<file path="config.mk">
export PLATFORM = sky130hd
export DESIGN_NAME = breath_phase_pwm_sequencer_top
export DESIGN_NICKNAME = d
export VERILOG_FILES = /design/src/hw/rtl/bpps_pkg.sv /design/src/hw/rtl/bpps_cfg_regs.sv /design/src/hw/rtl/bpps_scaler.sv /design/src/hw/rtl/bpps_phase_core.sv /design/src/hw/rtl/breath_phase_pwm_sequencer_top.sv
export SDC_FILE = /design/constraint.sdc
export NUM_CORES = 1
export LEC_CHECK = 0
export BUFFER_PORTS_ARGS = -buffer_cell sky130_fd_sc_hd__clkbuf_2
export CORE_MARGIN = 2
export CORE_UTILIZATION = 60
export CTS_BUF_LIST = sky130_fd_sc_hd__clkbuf_8
export CTS_CLUSTER_DIAMETER = 150
export CTS_CLUSTER_SIZE = 12
export DETAILED_ROUTE_END_ITERATION = 6
export HOLD_SLACK_MARGIN = 0.1
export PLACE_DENSITY = 0.92
export SETUP_SLACK_MARGIN = 0.4
export SYNTH_ARGS = -nofsm -noshare
export SYNTH_HDL_FRONTEND = slang
export SYNTH_HIERARCHICAL = 1
export SYNTH_SLANG_ARGS = --single-unit
</file>
<file path="constraint.sdc">
create_clock -name clk -period 27.2 [get_ports clk]
set_input_delay 1.36 -clock clk [delete_from_list [all_inputs] [get_ports clk]]
set_output_delay 1.36 -clock clk [all_outputs]
set_load 0.005 [all_outputs]
</file>
<file path="src/hw/rtl/bpps_pkg.sv">
// Shared types and constants for the breath phase PWM sequencer.
// Holds the register map, the configuration and scaled-value structs and the phase codes.
// No dependencies; every other file of the block imports this package.
package bpps_pkg;

    // Field widths
    localparam int KNOB_W    = 10;
    localparam int DUTY_W    = 8;
    localparam int PHASE_W   = 3;
    localparam int INSP_W    = 12;
    localparam int EXPI_W    = 13;
    localparam int ELAPSED_W = 14;

    // Configuration port geometry
    localparam int CFG_AW = 5;
    localparam int CFG_DW = 32;

    // Register indexes (byte address = 4 * index)
    localparam logic [2:0] REG_DRIVE_FIRST_INSP = 3'd0;
    localparam logic [2:0] REG_DRIVE_FIRST_EXP  = 3'd1;
    localparam logic [2:0] REG_DRIVE_SECOND_EXP = 3'd2;
    localparam logic [2:0] REG_DRIVE_FLOOR      = 3'd3;
    localparam logic [2:0] REG_DRIVE_CEILING    = 3'd4;
    localparam logic [2:0] REG_FIRST_INSP_MS    = 3'd5;
    localparam logic [2:0] REG_FIRST_EXP_MS     = 3'd6;

    // Knob scaling: min + span * knob / 1024
    localparam int INSP_MIN_MS  = 1000;
    localparam int INSP_SPAN_MS = 3000;
    localparam int EXP_MIN_MS   = 1000;
    localparam int EXP_SPAN_MS  = 5000;
    localparam int INSP_PROD_W  = 22;
    localparam int EXP_PROD_W   = 23;

    // Elapsed-time counter value after reset
    localparam logic [ELAPSED_W-1:0] ELAPSED_RST = 14'd100;

    // Breath phase codes as they appear on the result channel
    typedef enum logic [PHASE_W-1:0] {
        PH_I0   = 3'd0,
        PH_I1   = 3'd1,
        PH_E0   = 3'd2,
        PH_E1   = 3'd3,
        PH_IDLE = 3'd4
    } phase_t;

    typedef struct packed {
        logic [DUTY_W-1:0] drive_first_insp;
        logic [DUTY_W-1:0] drive_first_exp;
        logic [DUTY_W-1:0] drive_second_exp;
        logic [DUTY_W-1:0] drive_floor;
        logic [DUTY_W-1:0] drive_ceiling;
        logic [INSP_W-1:0] first_insp_ms;
        logic [EXPI_W-1:0] first_exp_ms;
    } cfg_t;

    localparam cfg_t CFG_RST = '{
        drive_first_insp: 8'd255,
        drive_first_exp:  8'd63,
        drive_second_exp: 8'd63,
        drive_floor:      8'd0,
        drive_ceiling:    8'd255,
        first_insp_ms:    12'd200,
        first_exp_ms:     13'd1000
    };

    // Per-item values derived from the knobs
    typedef struct packed {
        logic [DUTY_W-1:0] i1_duty;
        logic [INSP_W-1:0] insp_ms;
        logic [EXPI_W-1:0] exp_ms;
    } scaled_t;

endpackage

</file>
<file path="src/hw/rtl/bpps_cfg_regs.sv">
// Configuration register file with an APB-style write/read port.
// Depends on bpps_pkg for the register map and the cfg_t struct.
module bpps_cfg_regs
(
    input  logic                         clk,
    input  logic                         rst_n,
    input  logic                         psel,
    input  logic                         penable,
    input  logic                         pwrite,
    input  logic [bpps_pkg::CFG_AW-1:0]  paddr,
    input  logic [bpps_pkg::CFG_DW-1:0]  pwdata,
    output logic [bpps_pkg::CFG_DW-1:0]  prdata,
    output bpps_pkg::cfg_t               cfg
);
    import bpps_pkg::*;

    cfg_t       cfg_reg;
    cfg_t       cfg_next;
    logic       wr_en;
    logic [2:0] reg_idx;

    assign wr_en   = psel & penable & pwrite;
    assign reg_idx = paddr[4:2];

    // Merge a write into the register set; unknown indexes drop the write
    always_comb
    begin
        cfg_next = cfg_reg;
        if (wr_en)
        begin
            unique case (reg_idx)
                REG_DRIVE_FIRST_INSP: cfg_next.drive_first_insp = pwdata[DUTY_W-1:0];
                REG_DRIVE_FIRST_EXP:  cfg_next.drive_first_exp  = pwdata[DUTY_W-1:0];
                REG_DRIVE_SECOND_EXP: cfg_next.drive_second_exp = pwdata[DUTY_W-1:0];
                REG_DRIVE_FLOOR:      cfg_next.drive_floor      = pwdata[DUTY_W-1:0];
                REG_DRIVE_CEILING:    cfg_next.drive_ceiling    = pwdata[DUTY_W-1:0];
                REG_FIRST_INSP_MS:    cfg_next.first_insp_ms    = pwdata[INSP_W-1:0];
                REG_FIRST_EXP_MS:     cfg_next.first_exp_ms     = pwdata[EXPI_W-1:0];
                default:              cfg_next = cfg_reg;
            endcase
        end
    end

    always_ff @(posedge clk or negedge rst_n)
    begin
        if (!rst_n)
        begin
            cfg_reg <= CFG_RST;
        end
        else
        begin
            cfg_reg <= cfg_next;
        end
    end

    // Read back the addressed register, zero-extended
    always_comb
    begin
        unique case (reg_idx)
            REG_DRIVE_FIRST_INSP: prdata = CFG_DW'(cfg_reg.drive_first_insp);
            REG_DRIVE_FIRST_EXP:  prdata = CFG_DW'(cfg_reg.drive_first_exp);
            REG_DRIVE_SECOND_EXP: prdata = CFG_DW'(cfg_reg.drive_second_exp);
            REG_DRIVE_FLOOR:      prdata = CFG_DW'(cfg_reg.drive_floor);
            REG_DRIVE_CEILING:    prdata = CFG_DW'(cfg_reg.drive_ceiling);
            REG_FIRST_INSP_MS:    prdata = CFG_DW'(cfg_reg.first_insp_ms);
            REG_FIRST_EXP_MS:     prdata = CFG_DW'(cfg_reg.first_exp_ms);
            default:              prdata = '0;
        endcase
    end

    assign cfg = cfg_reg;

endmodule

</file>
<file path="src/hw/rtl/bpps_scaler.sv">
// Input stage: scales the three knob readings and holds them in the input register.
// Depends on bpps_pkg for widths, scaling constants and the cfg_t/scaled_t structs.
module bpps_scaler
(
    input  logic              clk,
    input  logic              rst_n,
    input  logic              s_tvalid,
    output logic              s_tready,
    input  logic [31:0]       s_tdata,    // [9:0] knob_power, [19:10] knob_insp_time,
                                          // [29:20] knob_exp_time, [31:30] zero
    input  bpps_pkg::cfg_t    cfg,
    input  logic              core_ready,
    output logic              stage_valid,
    output bpps_pkg::scaled_t stage_data
);
    import bpps_pkg::*;

    logic [KNOB_W-1:0]        knob_power;
    logic [KNOB_W-1:0]        knob_insp_time;
    logic [KNOB_W-1:0]        knob_exp_time;
    logic signed [8:0]        duty_span;
    logic signed [19:0]       duty_prod;
    logic signed [19:0]       duty_bias;
    logic signed [19:0]       duty_quot;
    logic [INSP_PROD_W-1:0]   insp_prod;
    logic [EXP_PROD_W-1:0]    exp_prod;
    scaled_t                  scaled;
    logic                     accept;
    logic                     valid_reg;
    logic                     valid_next;
    scaled_t                  data_reg;
    scaled_t                  data_next;

    assign knob_power     = s_tdata[KNOB_W-1:0];
    assign knob_insp_time = s_tdata[2*KNOB_W-1:KNOB_W];
    assign knob_exp_time  = s_tdata[3*KNOB_W-1:2*KNOB_W];

    // I1 duty: floor + (ceiling - floor) * knob / 1024, truncated toward zero
    assign duty_span = $signed({1'b0, cfg.drive_ceiling}) - $signed({1'b0, cfg.drive_floor});
    assign duty_prod = 20'(duty_span) * 20'($signed({1'b0, knob_power}));
    assign duty_bias = duty_prod[19] ? (duty_prod + 20'sd1023) : duty_prod;
    assign duty_quot = duty_bias >>> KNOB_W;

    // Time limits: min + span * knob / 1024
    assign insp_prod = INSP_PROD_W'(INSP_SPAN_MS) * INSP_PROD_W'(knob_insp_time);
    assign exp_prod  = EXP_PROD_W'(EXP_SPAN_MS) * EXP_PROD_W'(knob_exp_time);

    always_comb
    begin
        scaled.i1_duty = cfg.drive_floor + duty_quot[DUTY_W-1:0];
        scaled.insp_ms = INSP_W'(INSP_MIN_MS) + insp_prod[INSP_PROD_W-1:KNOB_W];
        scaled.exp_ms  = EXPI_W'(EXP_MIN_MS) + exp_prod[EXP_PROD_W-1:KNOB_W];
    end

    // Take a new item whenever the register is empty or drains this cycle
    assign s_tready = !valid_reg || core_ready;
    assign accept   = s_tvalid && s_tready;

    always_comb
    begin
        valid_next = valid_reg;
        data_next  = data_reg;
        if (accept)
        begin
            valid_next = 1'b1;
            data_next  = scaled;
        end
        else if (core_ready)
        begin
            valid_next = 1'b0;
        end
    end

    always_ff @(posedge clk or negedge rst_n)
    begin
        if (!rst_n)
        begin
            valid_reg <= 1'b0;
        end
        else
        begin
            valid_reg <= valid_next;
        end
    end

    always_ff @(posedge clk)
    begin
        data_reg <= data_next;
    end

    assign stage_valid = valid_reg;
    assign stage_data  = data_reg;

endmodule

</file>
<file path="src/hw/rtl/bpps_phase_core.sv">
// Phase stage: advances the elapsed-time counter, picks the breath phase and duty,
// and holds them in the result register. Depends on bpps_pkg.
module bpps_phase_core
#(
    parameter int TICK_MS = 100
)
(
    input  logic              clk,
    input  logic              rst_n,
    input  logic              in_valid,
    output logic              in_ready,
    input  bpps_pkg::scaled_t in_data,
    input  bpps_pkg::cfg_t    cfg,
    output logic              out_valid,
    input  logic              out_ready,
    output logic [7:0]        out_duty,
    output logic [2:0]        out_phase,
    output logic              out_inhaling,
    output logic              out_restart
);
    import bpps_pkg::*;

    logic [ELAPSED_W-1:0] elapsed_reg;
    logic [ELAPSED_W-1:0] elapsed_next;
    logic [DUTY_W-1:0]    duty_reg;
    logic [DUTY_W-1:0]    duty_next;
    phase_t               phase_reg;
    phase_t               phase_next;
    logic                 restart_reg;
    logic                 restart_next;
    logic                 valid_reg;
    logic                 valid_next;
    logic                 fire;
    logic [ELAPSED_W-1:0] tick_time;
    logic [ELAPSED_W-1:0] e1_start;
    logic [ELAPSED_W-1:0] period;

    // The result register is free when empty or being taken this cycle
    assign in_ready = !valid_reg || out_ready;
    assign fire     = in_valid && in_ready;

    assign tick_time = elapsed_reg + ELAPSED_W'(TICK_MS);
    assign e1_start  = ELAPSED_W'(in_data.insp_ms) + ELAPSED_W'(cfg.first_exp_ms);
    assign period    = ELAPSED_W'(in_data.insp_ms) + ELAPSED_W'(in_data.exp_ms);

    // Select the phase; the first limit not yet reached wins, past the period restart
    always_comb
    begin
        elapsed_next = elapsed_reg;
        duty_next    = duty_reg;
        phase_next   = phase_reg;
        restart_next = restart_reg;
        valid_next   = valid_reg;
        if (fire)
        begin
            valid_next   = 1'b1;
            elapsed_next = tick_time;
            restart_next = 1'b0;
            priority if (tick_time < ELAPSED_W'(cfg.first_insp_ms))
            begin
                phase_next = PH_I0;
                duty_next  = cfg.drive_first_insp;
            end
            else if (tick_time < ELAPSED_W'(in_data.insp_ms))
            begin
                phase_next = PH_I1;
                duty_next  = in_data.i1_duty;
            end
            else if (tick_time < e1_start)
            begin
                phase_next = PH_E0;
                duty_next  = cfg.drive_first_exp;
            end
            else if (tick_time < period)
            begin
                phase_next = PH_E1;
                duty_next  = cfg.drive_second_exp;
            end
            else
            begin
                elapsed_next = '0;
                restart_next = 1'b1;
            end
        end
        else if (out_ready)
        begin
            valid_next = 1'b0;
        end
    end

    always_ff @(posedge clk or negedge rst_n)
    begin
        if (!rst_n)
        begin
            elapsed_reg <= ELAPSED_RST;
            duty_reg    <= '0;
            phase_reg   <= PH_IDLE;
            restart_reg <= 1'b0;
            valid_reg   <= 1'b0;
        end
        else
        begin
            elapsed_reg <= elapsed_next;
            duty_reg    <= duty_next;
            phase_reg   <= phase_next;
            restart_reg <= restart_next;
            valid_reg   <= valid_next;
        end
    end

    assign out_valid    = valid_reg;
    assign out_duty     = duty_reg;
    assign out_phase    = phase_reg;
    assign out_inhaling = (phase_reg == PH_I0) || (phase_reg == PH_I1);
    assign out_restart  = restart_reg;

endmodule

</file>
<file path="src/hw/rtl/breath_phase_pwm_sequencer_top.sv">
// Top level of the breath phase PWM sequencer.
// Instantiates bpps_cfg_regs, bpps_scaler and bpps_phase_core; depends on bpps_pkg.
//
// Usage:
//   Each item on the s_ stream is one timer tick of TICK_MS milliseconds and carries
//   the three 10-bit knob readings. Each accepted item yields exactly one result on
//   the m_ stream: the PWM duty and breath phase held after the tick, the inhale
//   flag on m_tuser, and m_tlast high when the tick ended the breath period.
//   Registers are to be written over the APB-style port only while the block is
//   idle; the user must ensure this, as the block itself does not enforce it.
// Timing:
//   The knob scaling multipliers sit in front of the input register, the counter
//   and phase compares in front of the result register, which drives m_tvalid.
//   One item per cycle is sustained while m_tready is high. When m_tready is low,
//   the result register holds; the input register takes one more item only if it
//   is empty, and s_tready then stays low until the result is taken.
//
// Reset:
//   Registers return to their defaults, the elapsed counter to 100 ms, the duty
//   to 0 and the phase to "not yet started". No pending items survive reset.
module breath_phase_pwm_sequencer_top
#(
    parameter int TICK_MS = 100
)
(
    input  logic        clk,
    input  logic        rst_n,
    // Input stream
    input  logic        s_tvalid,
    output logic        s_tready,
    input  logic [31:0] s_tdata,    // [9:0] knob_power, [19:10] knob_insp_time,
                                    // [29:20] knob_exp_time, [31:30] zero
    // Result stream
    output logic        m_tvalid,
    input  logic        m_tready,
    output logic [15:0] m_tdata,    // [7:0] pwm_duty, [10:8] phase, [15:11] zero
    output logic        m_tuser,    // [0] inhaling
    output logic        m_tlast,    // cycle_restart
    // Configuration port
    input  logic        psel,
    input  logic        penable,
    input  logic        pwrite,
    input  logic [4:0]  paddr,
    input  logic [31:0] pwdata,
    output logic [31:0] prdata,
    output logic        pready
);
    import bpps_pkg::*;

    cfg_t              cfg;
    scaled_t           stage_data;
    logic              stage_valid;
    logic              core_ready;
    logic [DUTY_W-1:0] out_duty;
    logic [PHASE_W-1:0] out_phase;

    assign pready = 1'b1;

    bpps_cfg_regs u_cfg
    (
        .clk     (clk),
        .rst_n   (rst_n),
        .psel    (psel),
        .penable (penable),
        .pwrite  (pwrite),
        .paddr   (paddr),
        .pwdata  (pwdata),
        .prdata  (prdata),
        .cfg     (cfg)
    );

    bpps_scaler u_scaler
    (
        .clk         (clk),
        .rst_n       (rst_n),
        .s_tvalid    (s_tvalid),
        .s_tready    (s_tready),
        .s_tdata     (s_tdata),
        .cfg         (cfg),
        .core_ready  (core_ready),
        .stage_valid (stage_valid),
        .stage_data  (stage_data)
    );

    bpps_phase_core
    #(
        .TICK_MS (TICK_MS)
    )
    u_core
    (
        .clk          (clk),
        .rst_n        (rst_n),
        .in_valid     (stage_valid),
        .in_ready     (core_ready),
        .in_data      (stage_data),
        .cfg          (cfg),
        .out_valid    (m_tvalid),
        .out_ready    (m_tready),
        .out_duty     (out_duty),
        .out_phase    (out_phase),
        .out_inhaling (m_tuser),
        .out_restart  (m_tlast)
    );

    // Pack the result fields, lowest field first
    assign m_tdata = {5'd0, out_phase, out_duty};

endmodule

</file>
### Yosys cells after proc, flatten, opt, wreduce, memory -nomap -nowiden

Cells that the tools add are included.

* register bits: 126
* bits of input ports: 76

* $add $sub $neg: 8
* multipliers: 3
* order comparisons: 4
* equal/unequal tests: 7
* multiplexer cells: 22
* bitwise gates (word level): 2
* reductions and logical operators: 20

Operator list (count)
* $pmux 13 s7: 1
* $mux 14: 4
* $mux 8: 4
* $add 12x13->14: 2
* $lt 14x12->1: 2
* $lt 14x14->1: 2
* $mul 10x10->20 const A: 1
* $mul 9x11->20: 1
* $mul 9x10->19 const A: 1
* $add 18x11->18 const B: 1
* $mux 18: 1
* $reduce_and 2->1: 8
* $add 14x7->14 const B: 1
* $add 10x13->13 const A: 1
* $add 10x12->12 const A: 1
* $mux 3: 4
* $eq 3x3->1 const B: 3
* $sub 8x8->9: 1
* $add 8x8->8: 1
* $mux 1: 8
* $eq 3x1->1 const B: 2
* $eq 3x2->1 const B: 2
* $logic_not 3->1: 2
* $reduce_bool 2->1: 2
* 5 further kinds: 10

### Longest topological paths before layout

* depth in word-level cells: 6
* gate-level depth with buffers: 40
* gate-level depth less buffers: 39

### By module

Netlist, hierarchy kept.

Modules (own cells, without submodules)
* bpps_scaler: times used 1, cells an instance 930, area each 8897.3 sq um
* bpps_phase_core: times used 1, cells an instance 420, area each 3623.5 sq um
* bpps_cfg_regs: times used 1, cells an instance 238, area each 3244.4 sq um
* breath_phase_pwm_sequencer_top: times used 1, cells an instance 8, area each 52.6 sq um

### Least setup slack after synthesis

Ideal clock, no wire load.

* path type: reg-to-reg
* from: register u_cfg.cfg_reg, in the netlist u_cfg/cfg[25]
* to: register u_scaler.data_reg, in the netlist u_scaler/stage_data[32], data pin
* library setup time: 0.260 ns
* data arrival time: 8.506 ns
* data required time: 26.940 ns
* path slack: 18.434 ns
* cell stages (with the launch flop): 41
* buffers on the path: 1
* period minus slack after synthesis: 8.766 ns
* path through: dfstp_2 inv_1 ha_1 fa_1 nor2b_1 o21ai_0 nand2b_1 and2_1 o21ai_0 nand2b_1 a21o_1 a21o_1 clkbuf_1 nor2_1 fa_1 inv_1 fa_1 inv_1 [... 5 more ...] ha_1 a21o_1 a211o_1 a21oi_1 a21oi_1 or4b_1 and2_1 nor3_1 xor2_1 ha_1 a21o_1 a21oi_1 o21bai_1 a21oi_1 o21ai_0 xnor2_1 xnor2_1 xnor2_1

RTL lines
* start, declared: line bpps_cfg_regs.sv:17 `cfg_t cfg_reg;`
* start signal, assigned: line bpps_cfg_regs.sv:52 `cfg_reg <= cfg_next;`
* end signal, assigned: line bpps_scaler.sv:88 `data_reg <= data_next;`
* end, declared: line bpps_scaler.sv:31 `scaled_t data_reg;`

==> impl_metrics.env <==
export IMPL_status="complete, no violations"
export IMPL_syn_area_um2=15820
export IMPL_cts_buffers_inserted=17
export IMPL_synth_main_ff_cell="dfrtp_1"
export IMPL_hold_path_class="register to register"
export IMPL_antenna_cells=0
export IMPL_cts_sinks=124
export IMPL_clock_fmax_mhz=102.8
export IMPL_crit_type="register to register"
export IMPL_crit_fanout=12
export IMPL_async_flop_share=0.7339
export IMPL_track_usage=0.2590
export IMPL_ys_seq_area_frac=0.2099
export IMPL_multi_input_area_um2=11360
export IMPL_end_kind="register"
export IMPL_cts_hold_buf=0
export IMPL_yosys_register_bits=124
export IMPL_synth_cells=1596
export IMPL_viasPerCell=6.044
export IMPL_postSynthAreaPerCell_um2=9.911
export IMPL_finalMaxSlewViolations=0
export IMPL_cts_setup_buffers=0
export IMPL_cts_root_buf="clkbuf_8"
export IMPL_fin_tns_setup_ps=0
export IMPL_drive_above_1_share=0.1734
export IMPL_slowest_stage="or4b_1"
export IMPL_period_share=0.3578
export IMPL_io_buffers=80
export IMPL_ant_nets=0
export IMPL_post_drt_wl_per_cell_um=17.74
export IMPL_cp_required_ps=27470
export IMPL_routed_wl_um=35710
export IMPL_synthAdderAreaFrac=0.3428
export IMPL_dieArea_um2=27680
export IMPL_synth_top_family_by_area="adder cells"
export IMPL_start_util=0.6087
export IMPL_antenna_found_initial=0
export IMPL_cts_tree="done"
export IMPL_htree_levels=4
export IMPL_synth_edf_count=33
export IMPL_area_growth_synth_to_final_pct=6.336
export IMPL_drt_pass1_iterations=6
export IMPL_synth_xor_area_share=0.04817
export IMPL_synth_compound_area_frac=0.1176
export IMPL_drv_cap=0
export IMPL_placed_cell_area_um2=16370
export IMPL_critical_path_max_stage_delay_ps=590
export IMPL_synth_top_area_frac=0.1985
export IMPL_largest_reg_flops=65
export IMPL_via_count=12170
export IMPL_die_width_um=166.4
export IMPL_yosys_top_cells_area="ha_1 (20%), fa_1 (14%), dfrtp_1 (7.9%), dfstp_2 (6.8%), edfxtp_1 (6.3%)"
export IMPL_worstMarginPinSlew_ps=1208
export IMPL_final_util=0.6473
export IMPL_layout_cells_non_filler=2013
export IMPL_io_pins=129
export IMPL_fin_area_um2=16820
export IMPL_clk_pin_slew_ps=90
export IMPL_regArea_um2=3319
export IMPL_drt_iter0_drc=906
export IMPL_grt_pass1_wl_um=59290
export IMPL_hold_viol=0
export IMPL_rsz0062_at_grt="no"
export IMPL_relSlewSlack=0.1916
export IMPL_grt_pass1_vias=12610
export IMPL_grt_max_degree=55
export IMPL_fin_skew_ps=17.78
export IMPL_synthTopCellsByCount="ha_1 (251), inv_1 (226), fa_1 (114)"
export IMPL_synth_cell_type_count=100
export IMPL_placedCellCount=1981
export IMPL_dieHeight_um=166.4
export IMPL_synth_area_leader_cell="ha_1"
export IMPL_grt_overflow_total=0
export IMPL_rows=59
export IMPL_design_core_area_um2=25980
export IMPL_fillers=1938
export IMPL_synthMuxAreaShare=0.07570
export IMPL_cts_max_path_buffers=2
export IMPL_synthMostInstantiatedCell="ha_1"
export IMPL_gp_congestion=0.9077
export IMPL_arrival_ps=10000
export IMPL_critPathLaunchType="register"
export IMPL_post_cts_resized=0
export IMPL_dp_hpwl_um=28160
export IMPL_finalSetupViolCount=0
export IMPL_synthSimpleGateAreaFrac=0.1278
export IMPL_yosysWarningCount=6
export IMPL_fin_nets=2106
export IMPL_post_route_drc_count=0
export IMPL_finalCriticalPeriod_ps=9732
export IMPL_insertion_delay_ps=460
## path summary, 6_finish.rpt
check / slack [ps] / depth (start not counted) / from / endpoint
min in group asynchronous: 870 / 1 / rst_n / u_core/out_duty[3]
max in group asynchronous: 25280 / 2 / rst_n / u_cfg/cfg[39]
hold reg to reg: 450 / 2 / u_core/out_phase[2] / u_core/out_phase[2]
hold / removal: 450 / 2 / u_core/out_phase[2] / u_core/out_phase[2]
setup reg to reg: 17470 / 39 / u_cfg/cfg[25] / u_scaler/stage_data[32]
setup / recovery: 17470 / 39 / u_cfg/cfg[25] / u_scaler/stage_data[32]
## layout make-up
class	instances	share of cell area
clock buffer	18	0.01473
clock inverter	14	0.01198
inverter	226	0.05044
multi-input combinational	1213	0.6753
sequential	124	0.1974
tap	335	0.02492
timing repair buffer	83	0.02529
## placed cells by master, fill, tap and decap left out, types with 41 or more instances in the layout
cell | Yosys | final
a21oi_1 | 55 | 55
nor2_1 | 69 | 69
inv_1 | 226 | 230
dfstp_2 | 41 | 41
ha_1 | 251 | 251
xnor2_1 | 53 | 53
clkbuf_2 | 0 | 79
dfrtp_1 | 50 | 50
nand2_1 | 82 | 82
mux2_2 | 75 | 75
and2_1 | 50 | 50
fa_1 | 114 | 114
## stage by stage
step / hold WS, ps / setup slack [ps]
after CTS: 458.3 / 17530
after global routing: 480.5 / 16890
after detailed placement: 446.6 / 17580
after floorplan: 440.2 / 18430
final: 455.0 / 17470
after global placement: 437.0 / 17970
## layer usage
layer  global-route usage  vias up  share of wire
met1               0.3147     5944           0.40
met4               0.1049        0          0.037
met3              0.03575      121          0.057
met2               0.4633      485           0.50
li1                     -     5616              -
met5                    0        -              0
## critical path: cells and delay by family, from the launching register on
kind	cells	cell delay, ps
xor+xnor	4	850
simple gates	8	1620
fa+ha+maj	9	3720
buf+inv	5	290
compound gates	13	2510
flops	1	550
## cells by family (layout without fill, tap and decap cells)
kind of cell	count (synthesis)	in the layout
fa+ha+maj	365	365
mux	105	105
flops	124	124
simple gates	373	373
xor+xnor	87	87
other cells	3	25
buf+inv	281	341
compound gates	258	258
Power is not shown: default switching activity piles up to over one toggle a cycle in this logic, so the estimate is an artifact.
